`src/hdl/tick_bar_atr_rsi_tracker_top_defines.svh`:
```
// Assertion macros used by the tick bar tracker sequencer
`ifndef TICK_BAR_ATR_RSI_TRACKER_TOP_DEFINES_SVH
`define TICK_BAR_ATR_RSI_TRACKER_TOP_DEFINES_SVH

// antecedent implies consequent in the same cycle
`define TBAR_ASSERT_SAME(lbl, ante, cons, msg) \
	lbl: assert property (@(posedge clk) disable iff (!arst_n) (ante) |-> (cons)) else $error(msg);

// antecedent implies consequent in the next cycle
`define TBAR_ASSERT_NEXT(lbl, ante, cons, msg) \
	lbl: assert property (@(posedge clk) disable iff (!arst_n) (ante) |=> (cons)) else $error(msg);

`endif

```
`src/hdl/tbar_pkg.sv`:
```
// Types, constants and widths for the tick bar tracker
`default_nettype none
package tbar_pkg;
	localparam int PRICE_W  = 32;
	localparam int MID_W    = 33;
	localparam int TIME_W   = 48;
	localparam int LEN_W    = 27;
	localparam int RSI_W    = 15;
	localparam int SUM_W    = 37;
	localparam int RSI_WIN  = 14;
	localparam int ATR_WIN  = 14;
	localparam int RCNT_W   = $clog2(RSI_WIN + 1);
	localparam int ACNT_W   = $clog2(ATR_WIN + 1);
	localparam int PADDR_W  = 2;
	localparam int PDATA_W  = 32;

	localparam logic [LEN_W-1:0] LEN_RESET = LEN_W'(60000);
	localparam logic [RSI_W-1:0] RSI_FULL  = RSI_W'(25600);
	localparam logic [RSI_W-1:0] RSI_MID   = RSI_W'(12800);
	localparam logic [PADDR_W-1:0] ADDR_BAR_LEN = PADDR_W'(0);

	// divider, used three times: two quotient bits per cycle
	localparam int DIV_W     = 52;
	localparam int DREM_W    = 39;
	localparam int DIV_STEPS = DIV_W / 2;
	localparam int DCNT_W    = $clog2(DIV_STEPS);

	typedef enum logic [2:0] {
		ST_IDLE,
		ST_PREP,
		ST_START,
		ST_DIV,
		ST_FIN
	} tbar_state_t;

	typedef struct packed {
		logic load;
		logic prep;
		logic start;
		logic commit;
	} tbar_cmd_t;

	typedef struct packed {
		logic div_done;
	} tbar_sts_t;
endpackage
`default_nettype wire

```
`src/hdl/tbar_ifs.sv`:
```
// Tick and result channel interfaces
`default_nettype none
interface tbar_tick_if;
	logic valid;
	logic ready;
	logic [tbar_pkg::PRICE_W-1:0] bid_price;
	logic [tbar_pkg::PRICE_W-1:0] ask_price;
	logic [tbar_pkg::TIME_W-1:0]  time_ms;
	modport source (output valid, bid_price, ask_price, time_ms, input ready);
	modport sink (input valid, bid_price, ask_price, time_ms, output ready);
endinterface

interface tbar_result_if;
	logic valid;
	logic ready;
	logic                         new_bar;
	logic [tbar_pkg::MID_W-1:0]   closed_bar_close;
	logic [tbar_pkg::MID_W-1:0]   atr_value;
	logic [tbar_pkg::RSI_W-1:0]   rsi_value;
	modport source (output valid, new_bar, closed_bar_close, atr_value, rsi_value, input ready);
	modport sink (input valid, new_bar, closed_bar_close, atr_value, rsi_value, output ready);
endinterface
`default_nettype wire

```
`src/hdl/tbar_div.sv`:
```
// Restoring divider, two quotient bits per cycle
`default_nettype none
module tbar_div (
	input  wire logic                          clk,
	input  wire logic                          arst_n,
	input  wire logic                          start,
	input  wire logic [tbar_pkg::DIV_W-1:0]    dividend,
	input  wire logic [tbar_pkg::DREM_W-1:0]   divisor,
	output logic [tbar_pkg::DIV_W-1:0]         quotient,
	output logic [tbar_pkg::DREM_W-1:0]        remainder,
	output logic                               done
);
	logic                           busy_q;
	logic [tbar_pkg::DCNT_W-1:0]    cnt_q;
	logic [tbar_pkg::DREM_W-1:0]    rem_q;
	logic [tbar_pkg::DREM_W-1:0]    dvs_q;
	logic [tbar_pkg::DIV_W-1:0]     quo_q;
	logic [tbar_pkg::DREM_W:0]      t1, t2;
	logic [tbar_pkg::DREM_W-1:0]    r1, r2;
	logic                           ge1, ge2;

	always_comb begin
		t1  = {rem_q, quo_q[tbar_pkg::DIV_W-1]};
		ge1 = t1 >= {1'b0, dvs_q};
		r1  = ge1 ? tbar_pkg::DREM_W'(t1 - {1'b0, dvs_q}) : tbar_pkg::DREM_W'(t1);
		t2  = {r1, quo_q[tbar_pkg::DIV_W-2]};
		ge2 = t2 >= {1'b0, dvs_q};
		r2  = ge2 ? tbar_pkg::DREM_W'(t2 - {1'b0, dvs_q}) : tbar_pkg::DREM_W'(t2);
	end

	always_ff @(posedge clk or negedge arst_n) begin
		if (!arst_n) begin
			busy_q <= 1'b0;
			cnt_q  <= '0;
		end else if (start) begin
			busy_q <= 1'b1;
			cnt_q  <= '0;
		end else if (busy_q) begin
			cnt_q <= cnt_q + 1'b1;
			if (cnt_q == tbar_pkg::DCNT_W'(tbar_pkg::DIV_STEPS - 1)) begin
				busy_q <= 1'b0;
			end
		end
	end

	always_ff @(posedge clk) begin
		if (start) begin
			rem_q <= '0;
			dvs_q <= divisor;
			quo_q <= dividend;
		end else if (busy_q) begin
			rem_q <= r2;
			quo_q <= {quo_q[tbar_pkg::DIV_W-3:0], ge1, ge2};
		end
	end

	assign quotient  = quo_q;
	assign remainder = rem_q;
	assign done      = busy_q && (cnt_q == tbar_pkg::DCNT_W'(tbar_pkg::DIV_STEPS - 1));
endmodule
`default_nettype wire

```
`src/hdl/tbar_ctrl.sv`:
```
// Sequencer: accept, prepare, divide, commit
`default_nettype none
`include "tick_bar_atr_rsi_tracker_top_defines.svh"
module tbar_ctrl (
	input  wire logic               clk,
	input  wire logic               arst_n,
	input  wire logic               in_valid,
	output logic                    in_ready,
	output logic                    out_valid,
	input  wire logic               out_ready,
	output tbar_pkg::tbar_cmd_t     cmd,
	input  wire tbar_pkg::tbar_sts_t sts
);
	tbar_pkg::tbar_state_t state_q, state_d;
	logic out_valid_q;

	always_ff @(posedge clk or negedge arst_n) begin
		if (!arst_n) begin
			state_q     <= tbar_pkg::ST_IDLE;
			out_valid_q <= 1'b0;
		end else begin
			state_q <= state_d;
			if (cmd.commit) begin
				out_valid_q <= 1'b1;
			end else if (out_ready) begin
				out_valid_q <= 1'b0;
			end
		end
	end

	always_comb begin
		state_d  = state_q;
		cmd      = '0;
		in_ready = 1'b0;
		case (state_q)
			tbar_pkg::ST_IDLE: begin
				in_ready = 1'b1;
				if (in_valid) begin
					cmd.load = 1'b1;
					state_d  = tbar_pkg::ST_PREP;
				end
			end
			tbar_pkg::ST_PREP: begin
				cmd.prep = 1'b1;
				state_d  = tbar_pkg::ST_START;
			end
			tbar_pkg::ST_START: begin
				cmd.start = 1'b1;
				state_d   = tbar_pkg::ST_DIV;
			end
			tbar_pkg::ST_DIV: begin
				if (sts.div_done) state_d = tbar_pkg::ST_FIN;
			end
			tbar_pkg::ST_FIN: begin
				// result word leaves only once the output register is free
				if (!out_valid_q || out_ready) begin
					cmd.commit = 1'b1;
					state_d    = tbar_pkg::ST_IDLE;
				end
			end
			default: state_d = tbar_pkg::ST_IDLE;
		endcase
	end

	assign out_valid = out_valid_q;

	`TBAR_ASSERT_NEXT(a_accept_prep, in_valid && in_ready, state_q == tbar_pkg::ST_PREP, "accept did not start prep")
	`TBAR_ASSERT_SAME(a_commit_free, cmd.commit, !out_valid_q || out_ready, "commit over an untaken word")
	`TBAR_ASSERT_NEXT(a_div_fin, state_q == tbar_pkg::ST_DIV && sts.div_done, state_q == tbar_pkg::ST_FIN, "divider finish missed")
endmodule
`default_nettype wire

```
`src/hdl/tbar_dp.sv`:
```
// Datapath: mid, RSI and ATR windows, bar state, three dividers
`default_nettype none
module tbar_dp (
	input  wire logic                         clk,
	input  wire logic                         arst_n,
	input  wire tbar_pkg::tbar_cmd_t          cmd,
	output tbar_pkg::tbar_sts_t               sts,
	input  wire logic [tbar_pkg::LEN_W-1:0]   bar_len,
	input  wire logic [tbar_pkg::PRICE_W-1:0] bid_price,
	input  wire logic [tbar_pkg::PRICE_W-1:0] ask_price,
	input  wire logic [tbar_pkg::TIME_W-1:0]  time_ms,
	output logic                              new_bar,
	output logic [tbar_pkg::MID_W-1:0]        closed_bar_close,
	output logic [tbar_pkg::MID_W-1:0]        atr_value,
	output logic [tbar_pkg::RSI_W-1:0]        rsi_value
);
	localparam int MW = tbar_pkg::MID_W;
	localparam int SW = tbar_pkg::SUM_W;

	// tick
	logic [MW-1:0]                 mid_q;
	logic [tbar_pkg::TIME_W-1:0]   t_q;
	// rsi state
	logic [MW-1:0]                 last_mid_q;
	logic                          last_mid_valid_q;
	logic [MW-1:0]                 gwin_q [tbar_pkg::RSI_WIN];
	logic [MW-1:0]                 lwin_q [tbar_pkg::RSI_WIN];
	logic [SW-1:0]                 gsum_q, lsum_q;
	logic [tbar_pkg::RCNT_W-1:0]   mcnt_q;
	logic [tbar_pkg::RSI_W-1:0]    rsi_held_q;
	// bar state
	logic                          bar_open_q;
	logic [tbar_pkg::TIME_W-1:0]   bucket_q;
	logic [MW-1:0]                 bar_high_q, bar_low_q, bar_close_q;
	logic [MW-1:0]                 prior_close_q;
	logic                          prior_valid_q;
	logic [MW-1:0]                 rwin_q [tbar_pkg::ATR_WIN];
	logic [SW-1:0]                 rsum_q;
	logic [tbar_pkg::ACNT_W-1:0]   rcnt_q;
	logic [MW-1:0]                 atr_held_q;
	// prepared candidates
	logic [MW-1:0]                 gain_q, loss_q, tr_q;
	logic [SW-1:0]                 gsum_n_q, lsum_n_q, rsum_n_q;
	logic [tbar_pkg::RCNT_W-1:0]   mcnt_n_q;
	logic [tbar_pkg::ACNT_W-1:0]   rcnt_n_q;
	// output register
	logic                          nb_q;
	logic [MW-1:0]                 closed_q, atr_out_q;
	logic [tbar_pkg::RSI_W-1:0]    rsi_out_q;

	// prep logic
	logic [MW-1:0] gain, loss, tr, hl, ah, bl, gdrop, ldrop, rdrop;
	logic [SW-1:0] gsum_n, lsum_n, rsum_n;

	always_comb begin
		gain  = (mid_q > last_mid_q) ? MW'(mid_q - last_mid_q) : '0;
		loss  = (mid_q < last_mid_q) ? MW'(last_mid_q - mid_q) : '0;
		gdrop = (mcnt_q >= tbar_pkg::RCNT_W'(tbar_pkg::RSI_WIN)) ?
			gwin_q[tbar_pkg::RSI_WIN-1] : '0;
		ldrop = (mcnt_q >= tbar_pkg::RCNT_W'(tbar_pkg::RSI_WIN)) ?
			lwin_q[tbar_pkg::RSI_WIN-1] : '0;
		gsum_n = gsum_q - SW'(gdrop) + SW'(gain);
		lsum_n = lsum_q - SW'(ldrop) + SW'(loss);
		// true range against the prior close
		hl = bar_high_q - bar_low_q;
		ah = (bar_high_q >= prior_close_q) ? MW'(bar_high_q - prior_close_q)
			: MW'(prior_close_q - bar_high_q);
		bl = (bar_low_q >= prior_close_q) ? MW'(bar_low_q - prior_close_q)
			: MW'(prior_close_q - bar_low_q);
		tr = hl;
		if (ah > tr) tr = ah;
		if (bl > tr) tr = bl;
		rdrop = (rcnt_q >= tbar_pkg::ACNT_W'(tbar_pkg::ATR_WIN)) ?
			rwin_q[tbar_pkg::ATR_WIN-1] : '0;
		rsum_n = rsum_q - SW'(rdrop) + SW'(tr);
	end

	always_ff @(posedge clk) begin
		if (cmd.load) begin
			mid_q <= MW'({1'b0, bid_price} + {1'b0, ask_price});
			t_q   <= time_ms;
		end
		if (cmd.prep) begin
			gain_q   <= gain;
			loss_q   <= loss;
			tr_q     <= tr;
			gsum_n_q <= gsum_n;
			lsum_n_q <= lsum_n;
			rsum_n_q <= rsum_n;
			mcnt_n_q <= (mcnt_q >= tbar_pkg::RCNT_W'(tbar_pkg::RSI_WIN)) ? mcnt_q : mcnt_q + 1'b1;
			rcnt_n_q <= (rcnt_q >= tbar_pkg::ACNT_W'(tbar_pkg::ATR_WIN)) ? rcnt_q : rcnt_q + 1'b1;
		end
	end

	// dividers
	logic [tbar_pkg::DIV_W-1:0]  bkt_quo, rsi_quo, atr_quo, rsi_num;
	logic [tbar_pkg::DREM_W-1:0] bkt_rem, rsi_rem, atr_rem;
	logic                        bkt_done, rsi_done, atr_done;

	// 25600 = 2^14 + 2^13 + 2^10
	assign rsi_num = tbar_pkg::DIV_W'({gsum_n_q, 14'b0}) + tbar_pkg::DIV_W'({gsum_n_q, 13'b0})
		+ tbar_pkg::DIV_W'({gsum_n_q, 10'b0});

	tbar_div u_div_bkt (
		.clk       (clk),
		.arst_n    (arst_n),
		.start     (cmd.start),
		.dividend  (tbar_pkg::DIV_W'(t_q)),
		.divisor   (tbar_pkg::DREM_W'(bar_len)),
		.quotient  (bkt_quo),
		.remainder (bkt_rem),
		.done      (bkt_done)
	);

	tbar_div u_div_rsi (
		.clk       (clk),
		.arst_n    (arst_n),
		.start     (cmd.start),
		.dividend  (rsi_num),
		.divisor   (tbar_pkg::DREM_W'({1'b0, gsum_n_q} + {1'b0, lsum_n_q})),
		.quotient  (rsi_quo),
		.remainder (rsi_rem),
		.done      (rsi_done)
	);

	tbar_div u_div_atr (
		.clk       (clk),
		.arst_n    (arst_n),
		.start     (cmd.start),
		.dividend  (tbar_pkg::DIV_W'(rsum_n_q)),
		.divisor   (tbar_pkg::DREM_W'(rcnt_n_q)),
		.quotient  (atr_quo),
		.remainder (atr_rem),
		.done      (atr_done)
	);

	assign sts.div_done = bkt_done && rsi_done && atr_done;

	// commit decisions
	logic [tbar_pkg::TIME_W-1:0] bucket;
	logic                        closing, push_range, rem_unused;
	logic [MW-1:0]               atr_next;
	logic [tbar_pkg::RSI_W-1:0]  rsi_next;

	always_comb begin
		bucket     = t_q - tbar_pkg::TIME_W'(bkt_rem[tbar_pkg::LEN_W-1:0]);
		rem_unused = |{bkt_quo, bkt_rem[tbar_pkg::DREM_W-1:tbar_pkg::LEN_W], rsi_rem, atr_rem};
		closing    = bar_open_q && (bucket != bucket_q);
		push_range = closing && prior_valid_q;
		atr_next   = push_range ? atr_quo[MW-1:0] : atr_held_q;
		rsi_next   = rsi_held_q;
		if (last_mid_valid_q && (mcnt_n_q >= tbar_pkg::RCNT_W'(tbar_pkg::RSI_WIN))) begin
			rsi_next = (lsum_n_q == '0) ? tbar_pkg::RSI_FULL : rsi_quo[tbar_pkg::RSI_W-1:0];
		end
	end

	always_ff @(posedge clk or negedge arst_n) begin
		if (!arst_n) begin
			last_mid_valid_q <= 1'b0;
			last_mid_q       <= '0;
			gsum_q           <= '0;
			lsum_q           <= '0;
			mcnt_q           <= '0;
			rsi_held_q       <= tbar_pkg::RSI_MID;
			bar_open_q       <= 1'b0;
			bucket_q         <= '0;
			bar_high_q       <= '0;
			bar_low_q        <= '0;
			bar_close_q      <= '0;
			prior_close_q    <= '0;
			prior_valid_q    <= 1'b0;
			rsum_q           <= '0;
			rcnt_q           <= '0;
			atr_held_q       <= '0;
		end else if (cmd.commit) begin
			if (last_mid_valid_q) begin
				gsum_q <= gsum_n_q;
				lsum_q <= lsum_n_q;
				mcnt_q <= mcnt_n_q;
			end
			rsi_held_q       <= rsi_next;
			last_mid_q       <= mid_q;
			last_mid_valid_q <= 1'b1;
			atr_held_q       <= atr_next;
			if (push_range) begin
				rsum_q <= rsum_n_q;
				rcnt_q <= rcnt_n_q;
			end
			if (!bar_open_q || closing) begin
				if (closing) begin
					prior_close_q <= bar_close_q;
					prior_valid_q <= 1'b1;
				end
				bar_open_q  <= 1'b1;
				bucket_q    <= bucket;
				bar_high_q  <= mid_q;
				bar_low_q   <= mid_q;
				bar_close_q <= mid_q;
			end else begin
				if (mid_q > bar_high_q) bar_high_q <= mid_q;
				if (mid_q < bar_low_q) bar_low_q <= mid_q;
				bar_close_q <= mid_q;
			end
		end
	end

	// window shift lines and output word
	always_ff @(posedge clk) begin
		if (cmd.commit) begin
			if (last_mid_valid_q) begin
				gwin_q[0] <= gain_q;
				lwin_q[0] <= loss_q;
				for (int i = 1; i < tbar_pkg::RSI_WIN; i++) begin
					gwin_q[i] <= gwin_q[i-1];
					lwin_q[i] <= lwin_q[i-1];
				end
			end
			if (push_range) begin
				rwin_q[0] <= tr_q;
				for (int i = 1; i < tbar_pkg::ATR_WIN; i++) begin
					rwin_q[i] <= rwin_q[i-1];
				end
			end
			nb_q      <= closing;
			closed_q  <= closing ? bar_close_q : '0;
			atr_out_q <= atr_next;
			rsi_out_q <= rsi_next;
		end
	end

	assign new_bar          = nb_q & (rem_unused | ~rem_unused);
	assign closed_bar_close = closed_q;
	assign atr_value        = atr_out_q;
	assign rsi_value        = rsi_out_q;
endmodule
`default_nettype wire

```
`src/hdl/tick_bar_atr_rsi_tracker_top.sv`:
```
// Top level: tick bar tracker with ATR and RSI, APB bar length register
//
// Usage: quote ticks (bid, ask, ms time) arrive on tick_in, one result word
// per tick leaves on result_out, both valid/ready. The result carries the
// new-bar flag, the close of the bar just shut, the held ATR and the RSI
// (Q7.8). bar_length_ms sits at APB address 0; write it only when idle.
// A value of 0 acts as 1.
// From accept, a tick passes the prepare, start, divide and final steps;
// only then is its result word registered and the next tick taken. The
// three dividers (bar bucket, RSI, ATR) run side by side at two quotient
// bits per cycle.
// The next tick is taken while the last word still waits; if result_out
// stalls, the tick after that holds in the final step until the word goes.
// Reset clears the bar, window counts and sums, RSI to 50, bar length to
// 60000 ms; the window contents need no clearing.
`default_nettype none
module tick_bar_atr_rsi_tracker_top (
	input  wire logic                            clk,
	input  wire logic                            arst_n,
	tbar_tick_if.sink                            tick_in,
	tbar_result_if.source                        result_out,
	input  wire logic                            psel,
	input  wire logic                            penable,
	input  wire logic                            pwrite,
	input  wire logic [tbar_pkg::PADDR_W-1:0]    paddr,
	input  wire logic [tbar_pkg::PDATA_W-1:0]    pwdata,
	output logic [tbar_pkg::PDATA_W-1:0]         prdata,
	output logic                                 pready
);
	logic [tbar_pkg::LEN_W-1:0] bar_len_q, bar_len_eff;
	tbar_pkg::tbar_cmd_t cmd;
	tbar_pkg::tbar_sts_t sts;

	always_ff @(posedge clk or negedge arst_n) begin
		if (!arst_n) begin
			bar_len_q <= tbar_pkg::LEN_RESET;
		end else if (psel && penable && pwrite && (paddr == tbar_pkg::ADDR_BAR_LEN)) begin
			bar_len_q <= pwdata[tbar_pkg::LEN_W-1:0];
		end
	end

	assign pready      = 1'b1;
	assign prdata      = (paddr == tbar_pkg::ADDR_BAR_LEN) ?
		tbar_pkg::PDATA_W'(bar_len_q) : '0;
	assign bar_len_eff = (bar_len_q == '0) ? tbar_pkg::LEN_W'(1) : bar_len_q;

	tbar_ctrl u_ctrl (
		.clk       (clk),
		.arst_n    (arst_n),
		.in_valid  (tick_in.valid),
		.in_ready  (tick_in.ready),
		.out_valid (result_out.valid),
		.out_ready (result_out.ready),
		.cmd       (cmd),
		.sts       (sts)
	);

	tbar_dp u_dp (
		.clk              (clk),
		.arst_n           (arst_n),
		.cmd              (cmd),
		.sts              (sts),
		.bar_len          (bar_len_eff),
		.bid_price        (tick_in.bid_price),
		.ask_price        (tick_in.ask_price),
		.time_ms          (tick_in.time_ms),
		.new_bar          (result_out.new_bar),
		.closed_bar_close (result_out.closed_bar_close),
		.atr_value        (result_out.atr_value),
		.rsi_value        (result_out.rsi_value)
	);
endmodule
`default_nettype wire
```
`src/flat_wrapper.sv`:
```
// flat-port wrapper written by rule: the top's interface ports become plain ports
module tick_bar_atr_rsi_tracker_top_flat 
  (clk, arst_n, psel, penable, pwrite, paddr, pwdata, prdata, pready, tick_in_valid, tick_in_bid_price, tick_in_ask_price, tick_in_time_ms, tick_in_ready, result_out_valid, result_out_new_bar, result_out_closed_bar_close, result_out_atr_value, result_out_rsi_value, result_out_ready);
  tbar_tick_if tick_in_i ();
  tbar_result_if result_out_i ();
  input  wire logic clk;
  input  wire logic arst_n;
  input  wire logic psel;
  input  wire logic penable;
  input  wire logic pwrite;
  input  wire logic [tbar_pkg::PADDR_W-1:0] paddr;
  input  wire logic [tbar_pkg::PDATA_W-1:0] pwdata;
  output logic [tbar_pkg::PDATA_W-1:0] prdata;
  output logic pready;
  input wire logic [$bits(tick_in_i.valid)-1:0] tick_in_valid;
  input wire logic [$bits(tick_in_i.bid_price)-1:0] tick_in_bid_price;
  input wire logic [$bits(tick_in_i.ask_price)-1:0] tick_in_ask_price;
  input wire logic [$bits(tick_in_i.time_ms)-1:0] tick_in_time_ms;
  output wire logic [$bits(tick_in_i.ready)-1:0] tick_in_ready;
  output wire logic [$bits(result_out_i.valid)-1:0] result_out_valid;
  output wire logic [$bits(result_out_i.new_bar)-1:0] result_out_new_bar;
  output wire logic [$bits(result_out_i.closed_bar_close)-1:0] result_out_closed_bar_close;
  output wire logic [$bits(result_out_i.atr_value)-1:0] result_out_atr_value;
  output wire logic [$bits(result_out_i.rsi_value)-1:0] result_out_rsi_value;
  input wire logic [$bits(result_out_i.ready)-1:0] result_out_ready;
  assign tick_in_i.valid = tick_in_valid;
  assign tick_in_i.bid_price = tick_in_bid_price;
  assign tick_in_i.ask_price = tick_in_ask_price;
  assign tick_in_i.time_ms = tick_in_time_ms;
  assign tick_in_ready = tick_in_i.ready;
  assign result_out_valid = result_out_i.valid;
  assign result_out_new_bar = result_out_i.new_bar;
  assign result_out_closed_bar_close = result_out_i.closed_bar_close;
  assign result_out_atr_value = result_out_i.atr_value;
  assign result_out_rsi_value = result_out_i.rsi_value;
  assign result_out_i.ready = result_out_ready;
  tick_bar_atr_rsi_tracker_top u_core (.clk(clk), .arst_n(arst_n), .tick_in(tick_in_i), .result_out(result_out_i), .psel(psel), .penable(penable), .pwrite(pwrite), .paddr(paddr), .pwdata(pwdata), .prdata(prdata), .pready(pready));
endmodule
```
`config.mk`:
```
export PLATFORM = sky130hd
export DESIGN_NAME = tick_bar_atr_rsi_tracker_top_flat
export DESIGN_NICKNAME = d
export VERILOG_FILES = /design/src/hdl/tbar_pkg.sv /design/src/hdl/tbar_ifs.sv /design/src/hdl/tbar_div.sv /design/src/hdl/tbar_ctrl.sv /design/src/hdl/tbar_dp.sv /design/src/hdl/tick_bar_atr_rsi_tracker_top.sv /design/src/flat_wrapper.sv
export VERILOG_INCLUDE_DIRS = /design/src /design/src/hdl
export SDC_FILE = /design/constraint.sdc
export NUM_CORES = 2
export LEC_CHECK = 0
export BUFFER_PORTS_ARGS = -buffer_cell sky130_fd_sc_hd__buf_2
export CORE_MARGIN = 2
export CORE_UTILIZATION = 40
export CTS_CLUSTER_DIAMETER = 50
export CTS_CLUSTER_SIZE = 28
export DETAILED_ROUTE_END_ITERATION = 12
export PLACE_DENSITY = 0.67
export REMOVE_ABC_BUFFERS = 1
export SLEW_MARGIN = 15
export SYNTH_ARGS = -nofsm -noshare
export SYNTH_HDL_FRONTEND = slang
export SYNTH_HIERARCHICAL = 1
export SYNTH_SLANG_ARGS = --single-unit
```
`constraint.sdc`:
```
create_clock -name clk -period 31.6 [get_ports clk]
set_input_delay 6.32 -clock clk [delete_from_list [all_inputs] [get_ports clk]]
set_output_delay 6.32 -clock clk [all_outputs]
set_load 0.02 [all_outputs]
```
# --- Word-level counts from Yosys, hierarchy flattened ---
# Memories as Yosys holds them, arrays and structs flattened.
# Index checks and enable logic that the tools add are counted.
op_classes:
  n_eq_ne: 11
  order_cmp: 17
  muxes: 65
  add_sub_neg: 29
  n_reduce_logical: 32
op_table:
  columns: ["op", "count"]
  rows:
  - ["33-bit 2-to-1 mux", 14]
  - ["39-bit 2-to-1 mux", 6]
  - ["33-bit subtractor", 7]
  - ["33-bit > comparator", 4]
  - ["37-bit by 33-bit adder with 37-bit output", 3]
  - ["37-bit by 33-bit subtractor with 37-bit output", 3]
  - ["52-bit 2-to-1 mux", 2]
  - ["48-bit 2-to-1 mux", 2]
  - ["40-bit by 27-bit >= comparator with 1-bit output", 2]
  - ["40-bit by 39-bit >= comparator with 1-bit output", 2]
  - ["40-bit by 4-bit >= comparator with 1-bit output", 2]
  - ["39-bit by 27-bit subtractor with 39-bit output", 2]
  - ["39-bit subtractor", 2]
  - ["39-bit by 4-bit subtractor with 39-bit output", 2]
  - ["37-bit 2-to-1 mux", 2]
  - ["33-bit >= comparator", 2]
  - ["33-bit < comparator", 2]
  - ["51-bit by 50-bit adder with 52-bit output", 1]
  - ["52-bit by 47-bit adder with 52-bit output", 1]
  - ["48-bit != test", 1]
  - ["48-bit by 27-bit subtractor with 48-bit output", 1]
  - ["37-bit by 37-bit adder with 38-bit output", 1]
  - ["37-bit logical NOT", 1]
  - ["32-bit by 32-bit adder with 33-bit output", 1]
  - ["25 further kinds", 88]
word_totals:
  in_bits: 153
  wordCells: 206
  ff_bits: 1123
  output_inout_bits: 117
  mem_bits_rw: 1386
  n_memories: 3
mem_list:
  columns: ["name", "depth", "word_bits", "rd", "rd_clocked_by_memory_dff", "write_ports", "line", "text"]
  rows:
  - ["u_core.u_dp.gwin_q", 14, 33, 14, 0, 14, "tbar_dp.sv:26", "logic [MW-1:0] gwin_q [tbar_pkg::RSI_WIN];"]
  - ["u_core.u_dp.lwin_q", 14, 33, 14, 0, 14, "tbar_dp.sv:27", "logic [MW-1:0] lwin_q [tbar_pkg::RSI_WIN];"]
  - ["u_core.u_dp.rwin_q", 14, 33, 14, 0, 14, "tbar_dp.sv:37", "logic [MW-1:0] rwin_q [tbar_pkg::ATR_WIN];"]

# --- Longest topological paths before layout ---
depth:
  ltp_word: 7
  mapped_depth: 58
  mapped_depth_nobuf: 53

# --- By module ---
# The synthesis kept the hierarchy.
modules_own_cells:
  columns: ["module", "n_inst", "cells_per_inst", "area_each_um2"]
  rows:
  - ["tbar_dp", 1, 7781, 102027.9]
  - ["tbar_div (u_core.u_dp.u_div_atr)", 1, 1142, 10440.0]
  - ["tbar_div (u_core.u_dp.u_div_rsi)", 1, 1105, 10123.5]
  - ["tbar_div (u_core.u_dp.u_div_bkt)", 1, 1108, 10122.2]
  - ["tick_bar_atr_rsi_tracker_top", 1, 132, 1542.7]
  - ["tbar_ctrl", 1, 20, 205.2]

# --- Least setup slack after synthesis ---
# No wires, ideal clock.
synth_path:
  path_type: "input to register"
  startpoint: "input port result_out_ready"
  endpoint: "register u_core.u_dp.gsum_q[27]"
  setup_ps: 1221
  arrival_time_ps: 36779
  path_stages: 7
  setup_slack_ps: -6400
  path_buffers: 3
  t_required_ps: 30379
  cell_sequence: "nand2b_1 > nor2b_1 > and2_1 > clkbuf_1 > clkbuf_1 > clkbuf_1 > o21ai_0"
synth_rtl:
  columns: ["item", "line", "text"]
  rows:
  - ["from (decl)", "flat_wrapper.sv:25", "input wire logic [$bits(result_out_i.ready)-1:0] result_out_ready;"]
  - ["to (signal assigned)", "tbar_dp.sv:177", "gsum_q <= gsum_n_q;"]
  - ["to (decl)", "tbar_dp.sv:28", "logic [SW-1:0] gsum_q, lsum_q;"]

# --- Worst setup path after layout ---
layout_path:
  startpoint: "register u_core.u_dp.bar_high_q[20]"
  endpoint: "register u_core.u_dp.rsum_n_q[26], data pin"
layout_via:
  elab_chain_len: 7
  elab_cells_between_ends: 10
  cone_classes: "4 x add/sub; 3 x order compare; 3 x mux"
layout_rtl:
  columns: ["item", "line", "text"]
  rows:
  - ["from (decl)", "tbar_dp.sv:34", "logic [MW-1:0] bar_high_q, bar_low_q, bar_close_q;"]
  - ["from (signal assigned)", "tbar_dp.sv:196", "bar_high_q <= mid_q;"]
  - ["from (signal assigned)", "tbar_dp.sv:200", "if (mid_q > bar_high_q) bar_high_q <= mid_q;"]
  - ["33-bit subtractor (tied with other cells)", "tbar_dp.sv:67", ": MW'(prior_close_q - bar_high_q);"]
  - ["33-bit 2-to-1 mux", "tbar_dp.sv:66", "ah = (bar_high_q >= prior_close_q) ? MW'(bar_high_q - prior_close_q)"]
  - ["33-bit > comparator", "tbar_dp.sv:71", "if (ah > tr) tr = ah;"]
  - ["33-bit 2-to-1 mux (*)", "tbar_dp.sv:71", null]
  - ["33-bit > comparator", "tbar_dp.sv:72", "if (bl > tr) tr = bl;"]
  - ["33-bit 2-to-1 mux (*)", "tbar_dp.sv:72", null]
  - ["37-bit by 33-bit adder with 37-bit output (*)", "tbar_dp.sv:75", "rsum_n = rsum_q - SW'(rdrop) + SW'(tr);"]
  - ["net u_core.u_dp.rsum_n[26]", "tbar_dp.sv:53", "logic [SW-1:0] gsum_n, lsum_n, rsum_n;"]
  - ["to (signal assigned)", "tbar_dp.sv:89", "rsum_n_q <= rsum_n;"]
  - ["to (decl)", "tbar_dp.sv:43", "logic [SW-1:0] gsum_n_q, lsum_n_q, rsum_n_q;"]
# Mark *: on every way through the listed nets, which the timed path passes. The rest lies on a longest branch.
# A chain may end at the register's enable or synchronous reset.

==> flow_summary_export.csv <==
group,metric,value,unit
sta,worst_pin_slew,1.16,ns
die,die_area,341000,um2
yosys,yosysWarnings,6,
power,clockPowerShare,29.9,%
job,cap_viol_max_count,0,
routing,avgRoutedWirePerCell,20.5,um
power,intPower,0.00750,W
power,power_density,77.6,nW/um2
worst_setup_path,cp.required,32.22,ns
cts,cts_setup_buffers,0,
routing,routed_via_density,5.40,
power,swShare,36.0,%
power,pwr-share-comb,35.9,%
placement,hpwl,246000,um
yosys,ys_seq_area_share,54.7,%
sta,fmaxAchievable,62.5,MHz
final_layout,layout_commonest_cell,"edfxtp_1",
cts,cts_max_path_buffers,4,
global_routing,grt_pass1_vias,83000,
sta,setup_viol,0,
die,io_pins,270,
cts,cts_buffers,282,
placement,gp_congestion,0.925,
final_layout,post-route-util,45.1,%
global_routing,grt-ovfl-total,0,
cts,cts_resized,0,
status,status,"completed",
yosys,synth_top_flop_cell,"edfxtp_1",
final_layout,area_delta_synth_final,12.1,%
die,chipWidth,584,um
worst_setup_path,crit_arrival,16.61,ns
routing,drt_wl_total,332000,um
sta,report.final.slew_viol_count,0,
die,die_height,584,um
yosys,ys_ff_latch,2556,
final_layout,register_area,73600,um2
yosys,syn_inst,11300,
global_routing,grt_max_degree,172,
global_routing,grt_pass1_wl,504000,um
cts,clk_pin_slew,0.07,ns
placement,dp_cells,15700,
worst_setup_path,crit_type,"reg2reg",
routing,first_iter_violations,7657,
routing,ant_nets,0,
yosys,synth_top_area_share,45.6,%
sta,finalHoldViolCount,0,
yosys,synth_edf_count,2040,
routing,firstDrtPassIters,6,
global_routing,antenna_found_initial,10,
yosys,synth_area_leader_cell,"edfxtp_1",
final_layout,nets,12800,
global_routing,grtUsageTotal,19.0,%
min_path,hp-class,"reg2reg",
die,start_util,40.3,%
yosys,yosys-top-cells-area,"edfxtp_1, ha_1, dfrtp_1",
cts,cts_tree,"yes",
placement,portBuffers,258,
routing,dr_total_vias,87600,
cts,clk_latency,0.92,ns
sta,fin_crit_sh,50.6,%
sta,slew-limit-headroom,22.1,%
power,seqPwrFrac,34.3,%
power,p_leak,60.1,nW
routing,drc,0,
cts,clock-root-buffer,"clkbuf_16",
worst_setup_path,start_kind,"register",
cts,cts.sinks,2556,
die,core,334000,um2
cts,htreeDepth,5,
power,max-vdd-ir-drop,0.0000944,V
final_layout,multiInputGateArea,56200,um2
worst_setup_path,crit_slowest_cell,"nor4_1",
yosys,synth.distinct_cells,120,
final_layout,final_cell_mix,"edfxtp_1, inv_1, ha_1",
worst_setup_path,cp-end-kind,"register",
die,std_cell_rows,212,
placement,placedInstanceArea,141000,um2
final_layout,finalNonFillerCells,16200,
sta,period_minus_slack,15.99,ns
power,power_switching,0.00421,W
yosys,async_flop_share,15.6,%
final_layout,num-fill-cells,30200,
sta,grt_setup_unrepaired,"no",
cts,holdBufCountCts,0,
sta,skew,0.0918,ns
worst_setup_path,critPathMaxFanout,55,
final_layout,final_design_area_no_fill,151000,um2
worst_setup_path,cpPeakStageDelay,1.00,ns
yosys,syn_area_per_cell,11.9,um2
final_layout,final_layout_size_suffix_gt1_share,11.6,%
yosys,synth_area,134000,um2
## metrics by stage
stage / hold slack, ns / TNS (ns) / worst slack (ns) / total power [W]
floorplan: 0.400 / -5787.25 / -7.35 / 0.00719
global placement: 0.400 / 0 / 16.38 / 0.00815
detailed placement: 0.405 / 0 / 16.25 / 0.00820
CTS: 0.375 / 0 / 16.12 / 0.0117
global route: 0.381 / 0 / 14.91 / 0.0124
finish: 0.376 / 0 / 15.61 / 0.0117
## flip-flops by register name, summed over array words and instances, names as in the netlist, 37 cells and up
signal,flops
u_core/u_dp/bucket_q,48
u_core/u_dp/u_div_bkt/dvs_q,39
u_core/u_dp/u_div_rsi/remainder,39
u_core/u_dp/u_div_rsi/dvs_q,39
u_core/u_dp/t_q,48
u_core/u_dp/lsum_q,37
u_core/u_dp/u_div_atr/dvs_q,39
u_core/u_dp/rsum_q,37
u_core/u_dp/gwin_q,462
u_core/u_dp/u_div_atr/remainder,39
u_core/u_dp/rsum_n_q,37
u_core/u_dp/u_div_bkt/remainder,39
u_core/u_dp/gsum_q,37
u_core/u_dp/u_div_bkt/quotient,52
u_core/u_dp/u_div_rsi/quotient,52
u_core/u_dp/rwin_q,462
u_core/u_dp/lsum_n_q,37
u_core/u_dp/u_div_atr/quotient,52
u_core/u_dp/lwin_q,462
u_core/u_dp/gsum_n_q,37
## synth_stat cells, types with 166 or more instances
cell and number:
nand2_1 725, a21o_1 332, nand3_1 166, o21ai_0 549, nor2_1 614, mux2_2 348
inv_1 895, and2_1 204, a21oi_1 742, dfrtp_1 389, clkbuf_1 299, ha_1 851
mux2i_1 261, edfxtp_1 2040, xor2_1 194, xnor2_1 397
## cell families after synthesis
kind of cell / after synthesis / synth area share (%)
muxes: 656 / 5.31
DFF: 2556 / 54.7
buffers and inverters: 1293 / 3.81
adders and majority gates: 1000 / 10.1
other: 3 / 0.00837
xor gates and xnor gates: 601 / 4.01
AOI/OAI and AO/OA: 2609 / 12.6
and+or+nand+nor: 2570 / 9.39
## metal layers
metal  GRT usage, %  share of wire [%]  vias to the layer above
met3           2.48                5.6                      476
met5              0                  0                        -
met2           29.8                 45                     2402
li1               -                  -                    41900
met1           27.5                 46                    42800
met4           5.49                2.8                        0
## worst paths after layout
kind	start	to	slack, ns	cells past startpoint
worst max-delay path	u_core/u_dp/bar_high_q[20]$_DFFE_PN0P_	u_core/u_dp/rsum_n_q[26]$_DFFE_PP_	15.61	50
worst min-delay path	u_core/u_dp/loss_q[23]$_DFFE_PP_	u_core/u_dp/lwin_q[0][23]$_DFFE_PP_	0.38	0
worst max register to register	u_core/u_dp/bar_high_q[20]$_DFFE_PN0P_	u_core/u_dp/rsum_n_q[26]$_DFFE_PP_	15.61	50
worst min register to register	u_core/u_dp/loss_q[23]$_DFFE_PP_	u_core/u_dp/lwin_q[0][23]$_DFFE_PP_	0.38	0
max in group asynchronous	arst_n	u_core/u_dp/lsum_q[26]$_DFFE_PN0P_	23.13	4
min in group asynchronous	arst_n	u_core/u_dp/rsum_q[34]$_DFFE_PN0P_	5.41	1
## final cells by class
class	instances	area share (%)
sequential	2556	48.8
multi-input combinational	7519	37.3
clock buffer	311	4.91
tap	4387	3.64
inverter	896	2.24
clock inverter	208	1.81
timing repair buffer	344	1.32
antenna	4	0.00664
## worst max-delay path: cells and delay by family, from the launching register on
family,cells,cell delay [ns]
simple gates,7,2.41
xor+xnor,2,0.41
compound gates,28,7.96
flops,1,0.43
buf+inv,6,1.51
fa+ha+maj,5,2.01
mux,2,0.88
## power groups by stage
stage / logic, W / clock network, W / registers [W]
5_1_grt: 0.00463 / 0.00371 / 0.00403
4_1_cts: 0.00414 / 0.00359 / 0.00401
6_report: 0.00420 / 0.00350 / 0.00401
3_3_place_gp: 0.00408 / 0 / 0.00408
3_5_place_dp: 0.00412 / 0 / 0.00408
2_1_floorplan: 0.00315 / 0 / 0.00404
Power figures use the tool's default switching activity.
